==> src/rtl/assert_macros.svh <==
// assertion macros shared by the list engine modules
`ifndef ASSERT_MACROS_SVH
`define ASSERT_MACROS_SVH

// property must hold at every clock edge outside reset
`define CLE_ASSERT_ALWAYS(lbl, clk, rst, prop, msg) \
   lbl: assert property (@(posedge clk) disable iff (rst) (prop)) else $error(msg);

// when trig holds, cons must hold at the next clock edge
`define CLE_ASSERT_NEXT(lbl, clk, rst, trig, cons, msg) \
   lbl: assert property (@(posedge clk) disable iff (rst) (trig) |=> (cons)) else $error(msg);

`endif

==> src/rtl/cle_pkg.sv <==
// shared types and constants for the cursor list engine
package cle_pkg;

   localparam int CAP_DEFAULT        = 64;
   localparam int DATA_WIDTH_DEFAULT = 32;

   typedef enum logic [3:0] {
      FN_INSERT = 4'd0,
      FN_APPEND = 4'd1,
      FN_ERASE  = 4'd2,
      FN_BEGIN  = 4'd3,
      FN_END    = 4'd4,
      FN_PREV   = 4'd5,
      FN_NEXT   = 4'd6,
      FN_TO_POS = 4'd7,
      FN_FIND   = 4'd8,
      FN_CLEAR  = 4'd9
   } func_type;

   typedef enum logic [3:0] {
      CMD_NONE,
      CMD_LOAD,
      CMD_APPLY,
      CMD_INS_INIT,
      CMD_RD_PREV,
      CMD_WR_DN,
      CMD_INS_FIN,
      CMD_ERA_INIT,
      CMD_ERA_CAP,
      CMD_RD_NEXT,
      CMD_WR_UP,
      CMD_ERA_FIN,
      CMD_FIND_INIT,
      CMD_RD_IDX,
      CMD_FIND_CMP,
      CMD_RD_CUR
   } cmd_type;

   typedef enum logic [3:0] {
      ST_IDLE,
      ST_DISPATCH,
      ST_INS_CHK,
      ST_INS_WR,
      ST_ERA_CAP,
      ST_ERA_CHK,
      ST_ERA_WR,
      ST_FIND_CHK,
      ST_FIND_CMP,
      ST_RD_CUR,
      ST_OUT
   } state_type;

   typedef struct packed {
      logic [3:0] func;
      logic       full;
      logic       empty;
      logic       idx_gt_cur;
      logic       idx_nxt_lt_cnt;
      logic       idx_lt_cnt;
      logic       found;
   } status_type;

endpackage

==> src/rtl/cle_dpath.sv <==
// list storage, count and cursor registers, walk index and result registers
`include "assert_macros.svh"

module cle_dpath #(
   parameter int CAP        = cle_pkg::CAP_DEFAULT,
   parameter int DATA_WIDTH = cle_pkg::DATA_WIDTH_DEFAULT,
   parameter int CNT_W      = $clog2(CAP + 1)
) (
   input  logic                  clock,
   input  logic                  reset,
   input  cle_pkg::cmd_type      cmd,
   input  logic                  out_load,
   output cle_pkg::status_type   status,
   input  logic [3:0]            req_func,
   input  logic [DATA_WIDTH-1:0] req_value,
   input  logic [CNT_W-1:0]      req_pos,
   output logic [DATA_WIDTH-1:0] rsp_item_value,
   output logic [CNT_W-1:0]      rsp_find_index,
   output logic [CNT_W-1:0]      rsp_cursor_pos,
   output logic [CNT_W-1:0]      rsp_list_size,
   output logic                  rsp_error
);

   localparam int AW = (CAP > 1) ? $clog2(CAP) : 1;

   logic [DATA_WIDTH-1:0] mem [CAP];

   logic [3:0]            func_ff, func_in;
   logic [DATA_WIDTH-1:0] value_ff, value_in;
   logic [CNT_W-1:0]      pos_ff, pos_in;
   logic [CNT_W-1:0]      count_ff, count_in;
   logic [CNT_W-1:0]      cursor_ff, cursor_in;
   logic [CNT_W-1:0]      idx_ff, idx_in;
   logic [DATA_WIDTH-1:0] rdata_ff;
   logic                  err_ff, err_in;
   logic                  erased_ff, erased_in;
   logic [DATA_WIDTH-1:0] erased_val_ff, erased_val_in;
   logic [CNT_W-1:0]      find_ff, find_in;
   logic                  found_ff, found_in;

   logic [DATA_WIDTH-1:0] out_item_ff;
   logic [CNT_W-1:0]      out_find_ff;
   logic [CNT_W-1:0]      out_cursor_ff;
   logic [CNT_W-1:0]      out_size_ff;
   logic                  out_err_ff;

   logic                  rd_en;
   logic [AW-1:0]         rd_addr;
   logic                  wr_en;
   logic [AW-1:0]         wr_addr;
   logic [DATA_WIDTH-1:0] wr_data;
   logic [CNT_W-1:0]      idx_nxt;
   logic [CNT_W-1:0]      idx_prv;
   logic [CNT_W-1:0]      erase_base;

   assign idx_nxt    = idx_ff + CNT_W'(1);
   assign idx_prv    = idx_ff - CNT_W'(1);
   // erase while past the end takes the head
   assign erase_base = (cursor_ff >= count_ff) ? '0 : cursor_ff;

   always_comb begin
      func_in       = func_ff;
      value_in      = value_ff;
      pos_in        = pos_ff;
      count_in      = count_ff;
      cursor_in     = cursor_ff;
      idx_in        = idx_ff;
      err_in        = err_ff;
      erased_in     = erased_ff;
      erased_val_in = erased_val_ff;
      find_in       = find_ff;
      found_in      = found_ff;
      rd_en         = 1'b0;
      rd_addr       = idx_ff[AW-1:0];
      wr_en         = 1'b0;
      wr_addr       = idx_ff[AW-1:0];
      wr_data       = rdata_ff;
      unique case (cmd)
         cle_pkg::CMD_LOAD: begin
            func_in   = req_func;
            value_in  = req_value;
            pos_in    = req_pos;
            err_in    = 1'b0;
            erased_in = 1'b0;
            find_in   = '1;
            found_in  = 1'b0;
         end
         cle_pkg::CMD_APPLY: begin
            case (func_ff)
               cle_pkg::FN_INSERT: err_in = 1'b1;
               cle_pkg::FN_ERASE:  err_in = 1'b1;
               cle_pkg::FN_APPEND: begin
                  if (count_ff == CNT_W'(CAP)) begin
                     err_in = 1'b1;
                  end else begin
                     wr_en    = 1'b1;
                     wr_addr  = count_ff[AW-1:0];
                     wr_data  = value_ff;
                     count_in = count_ff + CNT_W'(1);
                     if (cursor_ff == count_ff) begin
                        cursor_in = count_ff + CNT_W'(1);
                     end
                  end
               end
               cle_pkg::FN_BEGIN: cursor_in = '0;
               cle_pkg::FN_END: begin
                  cursor_in = (count_ff != '0) ? count_ff - CNT_W'(1) : '0;
               end
               cle_pkg::FN_PREV: begin
                  if (cursor_ff != '0) begin
                     cursor_in = cursor_ff - CNT_W'(1);
                  end
               end
               cle_pkg::FN_NEXT: begin
                  if (count_ff != '0 && cursor_ff < count_ff - CNT_W'(1)) begin
                     cursor_in = cursor_ff + CNT_W'(1);
                  end
               end
               cle_pkg::FN_TO_POS: begin
                  if (pos_ff > count_ff) begin
                     err_in = 1'b1;
                  end else begin
                     cursor_in = pos_ff;
                  end
               end
               cle_pkg::FN_CLEAR: begin
                  count_in  = '0;
                  cursor_in = '0;
               end
               default: ;
            endcase
         end
         cle_pkg::CMD_INS_INIT: idx_in = count_ff;
         cle_pkg::CMD_RD_PREV: begin
            rd_en   = 1'b1;
            rd_addr = idx_prv[AW-1:0];
         end
         cle_pkg::CMD_WR_DN: begin
            wr_en  = 1'b1;
            idx_in = idx_prv;
         end
         cle_pkg::CMD_INS_FIN: begin
            wr_en    = 1'b1;
            wr_addr  = cursor_ff[AW-1:0];
            wr_data  = value_ff;
            count_in = count_ff + CNT_W'(1);
         end
         cle_pkg::CMD_ERA_INIT: begin
            rd_en     = 1'b1;
            rd_addr   = erase_base[AW-1:0];
            idx_in    = erase_base;
            cursor_in = erase_base;
         end
         cle_pkg::CMD_ERA_CAP: begin
            erased_in     = 1'b1;
            erased_val_in = rdata_ff;
         end
         cle_pkg::CMD_RD_NEXT: begin
            rd_en   = 1'b1;
            rd_addr = idx_nxt[AW-1:0];
         end
         cle_pkg::CMD_WR_UP: begin
            wr_en  = 1'b1;
            idx_in = idx_nxt;
         end
         cle_pkg::CMD_ERA_FIN: count_in = count_ff - CNT_W'(1);
         cle_pkg::CMD_FIND_INIT: idx_in = '0;
         cle_pkg::CMD_RD_IDX: rd_en = 1'b1;
         cle_pkg::CMD_FIND_CMP: begin
            if (rdata_ff == value_ff) begin
               found_in = 1'b1;
               find_in  = idx_ff;
            end
            idx_in = idx_nxt;
         end
         cle_pkg::CMD_RD_CUR: begin
            rd_en   = 1'b1;
            rd_addr = cursor_ff[AW-1:0];
         end
         default: ;
      endcase
   end

   always_ff @(posedge clock) begin
      if (reset) begin
         count_ff  <= '0;
         cursor_ff <= '0;
      end else begin
         count_ff  <= count_in;
         cursor_ff <= cursor_in;
      end
   end

   always_ff @(posedge clock) begin
      func_ff       <= func_in;
      value_ff      <= value_in;
      pos_ff        <= pos_in;
      idx_ff        <= idx_in;
      err_ff        <= err_in;
      erased_ff     <= erased_in;
      erased_val_ff <= erased_val_in;
      find_ff       <= find_in;
      found_ff      <= found_in;
   end

   always_ff @(posedge clock) begin
      if (wr_en) begin
         mem[wr_addr] <= wr_data;
      end
   end

   always_ff @(posedge clock) begin
      if (rd_en) begin
         rdata_ff <= mem[rd_addr];
      end
   end

   // result beat registers, loaded once the output side is free
   always_ff @(posedge clock) begin
      if (out_load) begin
         if (erased_ff) begin
            out_item_ff <= erased_val_ff;
         end else if (cursor_ff < count_ff) begin
            out_item_ff <= rdata_ff;
         end else begin
            out_item_ff <= '0;
         end
         out_find_ff   <= find_ff;
         out_cursor_ff <= cursor_ff;
         out_size_ff   <= count_ff;
         out_err_ff    <= err_ff;
      end
   end

   assign rsp_item_value = out_item_ff;
   assign rsp_find_index = out_find_ff;
   assign rsp_cursor_pos = out_cursor_ff;
   assign rsp_list_size  = out_size_ff;
   assign rsp_error      = out_err_ff;

   assign status.func           = func_ff;
   assign status.full           = (count_ff == CNT_W'(CAP));
   assign status.empty          = (count_ff == '0);
   assign status.idx_gt_cur     = (idx_ff > cursor_ff);
   assign status.idx_nxt_lt_cnt = (idx_nxt < count_ff);
   assign status.idx_lt_cnt     = (idx_ff < count_ff);
   assign status.found          = found_ff;

   `CLE_ASSERT_ALWAYS(a_count_cap, clock, reset, count_ff <= CNT_W'(CAP), "count above capacity")
   `CLE_ASSERT_ALWAYS(a_cursor_le_count, clock, reset, cursor_ff <= count_ff, "cursor beyond size")
   `CLE_ASSERT_ALWAYS(a_shift_in_range, clock, reset, !(cmd == cle_pkg::CMD_WR_DN) || idx_ff > cursor_ff, "insert shift below cursor")

endmodule

==> src/rtl/cle_ctrl.sv <==
// sequencer for the list operations and the result beat valid
`include "assert_macros.svh"

module cle_ctrl (
   input  logic                clock,
   input  logic                reset,
   input  logic                req_valid,
   output logic                req_stall,
   output logic                rsp_valid,
   input  logic                rsp_stall,
   input  cle_pkg::status_type status,
   output cle_pkg::cmd_type    cmd,
   output logic                out_load
);

   cle_pkg::state_type state_ff, state_in;
   logic               rsp_valid_ff, rsp_valid_in;
   logic               out_free;

   assign out_free  = !rsp_valid_ff || !rsp_stall;
   assign req_stall = (state_ff != cle_pkg::ST_IDLE);
   assign rsp_valid = rsp_valid_ff;

   always_ff @(posedge clock) begin
      if (reset) begin
         state_ff     <= cle_pkg::ST_IDLE;
         rsp_valid_ff <= 1'b0;
      end else begin
         state_ff     <= state_in;
         rsp_valid_ff <= rsp_valid_in;
      end
   end

   always_comb begin
      state_in = state_ff;
      cmd      = cle_pkg::CMD_NONE;
      out_load = 1'b0;
      unique case (state_ff)
         cle_pkg::ST_IDLE: begin
            if (req_valid) begin
               cmd      = cle_pkg::CMD_LOAD;
               state_in = cle_pkg::ST_DISPATCH;
            end
         end
         cle_pkg::ST_DISPATCH: begin
            case (status.func)
               cle_pkg::FN_INSERT: begin
                  if (status.full) begin
                     cmd      = cle_pkg::CMD_APPLY;
                     state_in = cle_pkg::ST_RD_CUR;
                  end else begin
                     cmd      = cle_pkg::CMD_INS_INIT;
                     state_in = cle_pkg::ST_INS_CHK;
                  end
               end
               cle_pkg::FN_ERASE: begin
                  if (status.empty) begin
                     cmd      = cle_pkg::CMD_APPLY;
                     state_in = cle_pkg::ST_RD_CUR;
                  end else begin
                     cmd      = cle_pkg::CMD_ERA_INIT;
                     state_in = cle_pkg::ST_ERA_CAP;
                  end
               end
               cle_pkg::FN_FIND: begin
                  cmd      = cle_pkg::CMD_FIND_INIT;
                  state_in = cle_pkg::ST_FIND_CHK;
               end
               default: begin
                  cmd      = cle_pkg::CMD_APPLY;
                  state_in = cle_pkg::ST_RD_CUR;
               end
            endcase
         end
         cle_pkg::ST_INS_CHK: begin
            if (status.idx_gt_cur) begin
               cmd      = cle_pkg::CMD_RD_PREV;
               state_in = cle_pkg::ST_INS_WR;
            end else begin
               cmd      = cle_pkg::CMD_INS_FIN;
               state_in = cle_pkg::ST_RD_CUR;
            end
         end
         cle_pkg::ST_INS_WR: begin
            cmd      = cle_pkg::CMD_WR_DN;
            state_in = cle_pkg::ST_INS_CHK;
         end
         cle_pkg::ST_ERA_CAP: begin
            cmd      = cle_pkg::CMD_ERA_CAP;
            state_in = cle_pkg::ST_ERA_CHK;
         end
         cle_pkg::ST_ERA_CHK: begin
            if (status.idx_nxt_lt_cnt) begin
               cmd      = cle_pkg::CMD_RD_NEXT;
               state_in = cle_pkg::ST_ERA_WR;
            end else begin
               cmd      = cle_pkg::CMD_ERA_FIN;
               state_in = cle_pkg::ST_RD_CUR;
            end
         end
         cle_pkg::ST_ERA_WR: begin
            cmd      = cle_pkg::CMD_WR_UP;
            state_in = cle_pkg::ST_ERA_CHK;
         end
         cle_pkg::ST_FIND_CHK: begin
            if (status.idx_lt_cnt && !status.found) begin
               cmd      = cle_pkg::CMD_RD_IDX;
               state_in = cle_pkg::ST_FIND_CMP;
            end else begin
               state_in = cle_pkg::ST_RD_CUR;
            end
         end
         cle_pkg::ST_FIND_CMP: begin
            cmd      = cle_pkg::CMD_FIND_CMP;
            state_in = cle_pkg::ST_FIND_CHK;
         end
         cle_pkg::ST_RD_CUR: begin
            cmd      = cle_pkg::CMD_RD_CUR;
            state_in = cle_pkg::ST_OUT;
         end
         cle_pkg::ST_OUT: begin
            // wait here until the previous result beat is taken
            if (out_free) begin
               out_load = 1'b1;
               state_in = cle_pkg::ST_IDLE;
            end
         end
         default: state_in = cle_pkg::ST_IDLE;
      endcase
   end

   always_comb begin
      rsp_valid_in = rsp_valid_ff;
      if (out_load) begin
         rsp_valid_in = 1'b1;
      end else if (!rsp_stall) begin
         rsp_valid_in = 1'b0;
      end
   end

   `CLE_ASSERT_NEXT(a_accept_dispatch, clock, reset, req_valid && !req_stall, state_ff == cle_pkg::ST_DISPATCH, "accepted beat not dispatched")
   `CLE_ASSERT_NEXT(a_load_valid, clock, reset, out_load, rsp_valid_ff, "loaded result not presented")
   `CLE_ASSERT_ALWAYS(a_load_free, clock, reset, !out_load || out_free, "result overwritten while stalled")

endmodule

==> src/rtl/cursor_list_engine_unit.sv <==
// cursor list engine: top level joining the sequencer and the list datapath
//
// Ordered list of up to CAP values with a cursor. One request beat on the
// req_ channel (func, value, pos) gives exactly one response beat on the
// rsp_ channel (item value, find index or all ones, cursor, size, error).
// A beat moves when valid is high and stall is low at a rising edge.
// Work after acceptance, n the list size, c the cursor; each operation
// ends with a read at the cursor before the result is loaded:
//   insert shifts n-c elements up, erase shifts the elements behind c down
//   (c is 0 past the end), find compares at most n elements, up to a match.
// The storage has one read and one write port, and each shifted or compared
// element takes a registered read and then a write or compare.
// One request is worked on at a time; req_stall is high from acceptance
// until the result is placed in the output register, which holds it while
// rsp_stall is high so the next request may already be accepted. req_stall
// falls in the same cycle as rsp_valid rises, so a new request is taken at the earliest while rsp_valid is first high.
// Reset (synchronous) empties the list, puts the cursor at 0 and drops
// rsp_valid; stored values need no clearing.
module cursor_list_engine_unit #(
   parameter int CAP        = cle_pkg::CAP_DEFAULT,
   parameter int DATA_WIDTH = cle_pkg::DATA_WIDTH_DEFAULT,
   parameter int CNT_W      = $clog2(CAP + 1)
) (
   input  logic                  clock,
   input  logic                  reset,
   input  logic                  req_valid,
   output logic                  req_stall,
   input  logic [3:0]            req_func,
   input  logic [DATA_WIDTH-1:0] req_value,
   input  logic [CNT_W-1:0]      req_pos,
   output logic                  rsp_valid,
   input  logic                  rsp_stall,
   output logic [DATA_WIDTH-1:0] rsp_item_value,
   output logic [CNT_W-1:0]      rsp_find_index,
   output logic [CNT_W-1:0]      rsp_cursor_pos,
   output logic [CNT_W-1:0]      rsp_list_size,
   output logic                  rsp_error
);

   cle_pkg::cmd_type    cmd;
   cle_pkg::status_type status;
   logic                out_load;

   cle_ctrl u_ctrl (
      .clock     (clock),
      .reset     (reset),
      .req_valid (req_valid),
      .req_stall (req_stall),
      .rsp_valid (rsp_valid),
      .rsp_stall (rsp_stall),
      .status    (status),
      .cmd       (cmd),
      .out_load  (out_load)
   );

   cle_dpath #(
      .CAP        (CAP),
      .DATA_WIDTH (DATA_WIDTH),
      .CNT_W      (CNT_W)
   ) u_dpath (
      .clock          (clock),
      .reset          (reset),
      .cmd            (cmd),
      .out_load       (out_load),
      .status         (status),
      .req_func       (req_func),
      .req_value      (req_value),
      .req_pos        (req_pos),
      .rsp_item_value (rsp_item_value),
      .rsp_find_index (rsp_find_index),
      .rsp_cursor_pos (rsp_cursor_pos),
      .rsp_list_size  (rsp_list_size),
      .rsp_error      (rsp_error)
   );

endmodule
==> config.mk <==
export PLATFORM = sky130hd
export DESIGN_NAME = cursor_list_engine_unit
export DESIGN_NICKNAME = d
export VERILOG_FILES = /design/src/rtl/cle_pkg.sv /design/src/rtl/cle_dpath.sv /design/src/rtl/cle_ctrl.sv /design/src/rtl/cursor_list_engine_unit.sv
export VERILOG_INCLUDE_DIRS = /design/src /design/src/rtl
export SDC_FILE = /design/constraint.sdc
export NUM_CORES = 2
export LEC_CHECK = 0
export ABC_AREA = 1
export BUFFER_PORTS_ARGS = -buffer_cell sky130_fd_sc_hd__buf_2
export CAP_MARGIN = 20
export CORE_UTILIZATION = 28
export CTS_CLUSTER_SIZE = 16
export DETAILED_ROUTE_END_ITERATION = 16
export GPL_ROUTABILITY_DRIVEN = 0
export SYNTH_ARGS = -nofsm -noshare
export SYNTH_HDL_FRONTEND = slang
export SYNTH_HIERARCHICAL = 1
export SYNTH_SLANG_ARGS = --single-unit
export TNS_END_PERCENT = 20
==> constraint.sdc <==
create_clock -name clock -period 11.65 [get_ports clock]
set_input_delay 1.7475 -clock clock [delete_from_list [all_inputs] [get_ports clock]]
set_output_delay 1.7475 -clock clock [all_outputs]
set_load 0.01 [all_outputs]
==> load_flow_metrics.sql <==
INSERT INTO impl_metrics (metric_group, metric, value, unit) VALUES
('worst_setup_path', 'crit_path_end_kind', 'flip-flop', ''),
('worst_setup_path', 'worstPathArrival', '8350', 'ps'),
('clock_tree', 'clkLatencyLatePin', '900', 'ps'),
('logic_synthesis', 'syn-instance-count', '8721', ''),
('die', 'die_w', '588', 'um'),
('global_route', 'largest_net_degree_at_the_start_of_global_routing', '178', ''),
('place', 'portBuffers', '102', ''),
('clock_tree', 'cts.clk_slew.worst_paths', '60', 'ps'),
('drt', 'first_pass_iters', '7', ''),
('sta', 'slew_violations', '0', ''),
('drt', 'vias', '67200', ''),
('logic_synthesis', 'mappedNetlistNets', '8818', ''),
('sta', 'layout_min_cycle_time', '7710', 'ps'),
('clock_tree', 'postCtsSetupBuffers', '0', ''),
('die', 'i_o_pin_count', '103', ''),
('drt', 'route.antenna.remaining_nets', '0', ''),
('sta', 'setup_total_negative_slack', '0', 'ps'),
('sta', 'finalHoldViolCount', '0', ''),
('logic_synthesis', 'sequential_share_of_the_synthesized_area', '0.700', ''),
('clock_tree', 'cts_sinks', '2245', ''),
('place', 'hpwl', '156000', 'um'),
('global_route', 'grt_pass1_vias', '62400', ''),
('layout', 'instances_no_fill', '13400', ''),
('hold_path', 'hold_class', 'flip-flop to flip-flop', ''),
('logic_synthesis', 'number_of_warnings_reported_in_the_yosys_synthesis_log', '6', ''),
('clock_tree', 'clk_root_buffer_cell', 'clkbuf_16', ''),
('drt', 'drt_drc_violations_left', '0', ''),
('die', 'die_h', '588', 'um'),
('sta', 'fin_worst_hold_slack', '424', 'ps'),
('sta', 'timing.final.ws_setup', '3940', 'ps'),
('worst_setup_path', 'crit_path_max_incr_delay', '800', 'ps'),
('clock_tree', 'post_cts_hold_buffer_count', '0', ''),
('worst_setup_path', 'crit_type', 'flip-flop to flip-flop', ''),
('flow_run', 'max-cap-violations', '0', ''),
('worst_setup_path', 'critical_path_peak_fanout', '99', ''),
('sta', 'fin_crit_sh', '0.662', ''),
('drt', 'via_per_inst', '5.02', ''),
('worst_setup_path', 'crit_required', '12280', 'ps'),
('layout', 'most-common-layout-cells', 'nand2_1 (2917), edfxtp_1 (2226), nand3_1 (2155), clkbuf_16 (225), inv_1 (220)', ''),
('sta', 'final_worst_clock_skew', '58.8', 'ps'),
('global_route', 'global_route.overflow_total', '0', ''),
('global_route', 'first_pass_grt_wire_length', '426000', 'um'),
('clock_tree', 'ctsResizeCount', '0', ''),
('die', 'num_rows', '214', ''),
('layout', 'final_layout_size_suffix_gt1_frac', '0.0812', ''),
('worst_setup_path', 'startpoint_type', 'flip-flop', ''),
('clock_tree', 'numCtsBuffers', '225', ''),
('layout', 'syn2layout_area_growth', '14.1', '%'),
('outcome', 'run_status', 'complete, no violations', ''),
('clock_tree', 'clock_h_tree_levels', '4', ''),
('sta', 'achievable-frequency', '0.130', 'GHz'),
('drt', 'drt-wirelength-per-cell', '21.8', 'um'),
('layout', 'mostFrequentLayoutCell', 'nand2_1', ''),
('sta', 'slew-limit-headroom', '0.211', ''),
('logic_synthesis', 'syn_avg_cell_area', '11.0', 'um^2'),
('die', 'core', '341000', 'um^2'),
('sta', 'setup_violations', '0', ''),
('logic_synthesis', 'synthesis.area', '96000', 'um^2'),
('global_route', 'grt_antenna_before_repair', '12', ''),
('drt', 'drt_first_iter_violations', '8889', ''),
('logic_synthesis', 'synthDistinctLibCells', '48', ''),
('global_route', 'global_route.usage.total', '0.163', ''),
('place', 'dpl_worst_slack', '3910', 'ps'),
('drt', 'detail_route.wirelength', '291000', 'um'),
('logic_synthesis', 'ys_ff_latch', '2245', ''),
('place', 'numPlacedInstances', '12900', ''),
('layout', 'final_net_count', '8736', ''),
('sta', 'unrepaired_setup_endpoints_after_global_routing', 'false', ''),
('die', 'initial_core_util', '0.282', ''),
('worst_setup_path', 'timing.critical_path.slowest_stage_cell', 'buf_4', ''),
('sta', 'max_slew.worst_pin.slew', '1180', 'ps'),
('die', 'dieArea', '345000', 'um^2'),
('clock_tree', 'tritoncts_clock_tree', 'yes', ''),
('clock_tree', 'ctsLongestPathBuffers', '3', '');
-- cells in the mapped netlist, drive strengths merged --
cell type,count,share of area
o221a,1,0.00012
o211ai,37,0.0029
nand3,2157,0.11
a21oi,62,0.0033
nor3,17,0.00089
o2111ai,8,0.00073
edfxtp,2226,0.70
nor4,7,0.00046
or2,1,0.000065
o41ai,1,0.000091
inv,230,0.0090
o31ai,11,0.00086
nor2,217,0.0086
ha,49,0.0064
fa,1,0.00021
o21ai,60,0.0032
xor2,41,0.0037
clkinv,3,0.00012
clkbuf,233,0.0091
a22oi,4,0.00031
nand3b,27,0.0021
buf,343,0.018
dfxtp,19,0.0040
nand2,2923,0.11
nand4,14,0.00091
a221oi,1,0.000091
o221ai,4,0.00043
o311ai,1,0.000091
o22ai,11,0.00072
xnor2,6,0.00055
a31oi,1,0.000065
a211oi,4,0.00031
a21boi,1,0.000078
-- stage by stage --
step / area, um^2 / util
5_1_grt: 110000 / 0.322
6_report: 110000 / 0.322
3_3_place_gp: 102000 / 0.299
3_5_place_dp: 102000 / 0.300
2_1_floorplan: 96000 / -
4_1_cts: 109000 / 0.321
-- final timing paths --
| path | from | to | slack, ps | depth (start not counted) |
|---|---|---|---|---|
| setup / recovery | u_dpath/count_ff[2] | u_dpath/rdata_ff[18] | 3940 | 29 |
| hold reg to reg | u_dpath/err_ff | u_dpath/rsp_error | 420 | 0 |
| hold / removal | u_dpath/err_ff | u_dpath/rsp_error | 420 | 0 |
| setup reg to reg | u_dpath/count_ff[2] | u_dpath/rdata_ff[18] | 3940 | 29 |
-- registers in the layout (all words and copies together), names as in the netlist, 4 cells and up --
name / cells
u_dpath/mem: 2048
u_dpath/erased_val_ff: 32
u_dpath/rdata_ff: 32
u_dpath/rsp_item_value: 32
u_dpath/value_ff: 32
u_dpath/count_ff: 7
u_dpath/cursor_ff: 7
u_dpath/find_ff: 7
u_dpath/idx_ff: 7
u_dpath/pos_ff: 7
u_dpath/rsp_cursor_pos: 7
u_dpath/rsp_find_index: 7
u_dpath/rsp_list_size: 7
u_ctrl/state_ff: 4
u_dpath/func_ff: 4
-- area by class of cell --
cell class	instances	area [um^2]
fillers	34000	231000
flip-flops and latches	2245	67200
multi-input cells	5667	26300
clock buffers	261	5770
well taps	4536	5680
repair buffers	267	2280
clock inverters	157	1450
inverters	233	887
diodes	4	10.0
-- cells by family (layout without fill, tap and decap cells) --
kind of cell | after synthesis | after routing | share of synthesized area
and+or+nand+nor | 5363 | 5363 | 0.240
DFF | 2245 | 2245 | 0.700
buffers and inverters | 809 | 918 | 0.0358
AOI/OAI and AO/OA | 207 | 207 | 0.0134
adders and majority gates | 50 | 50 | 0.00659
xor gates and xnor gates | 47 | 47 | 0.00429
other | 0 | 4 | 0
-- worst max-delay path: cells and delay by family (launching register included) --
family / cells / cell delay [ps]
compound gates: 5 / 840
fa+ha+maj: 1 / 370
buf+inv: 5 / 2440
flops: 1 / 510
simple gates: 18 / 3120
-- routing by layer --
metal  up-vias  routed length, um  GRT usage
met3       441              28600     0.0308
met2      3208             132000      0.253
li1      30400                  -          -
met4         6               9070     0.0544
met5         -                 44          0
met1     33200             121000      0.229
Power is not shown: default switching activity piles up to over one toggle a cycle in this logic, so the estimate is an artifact.
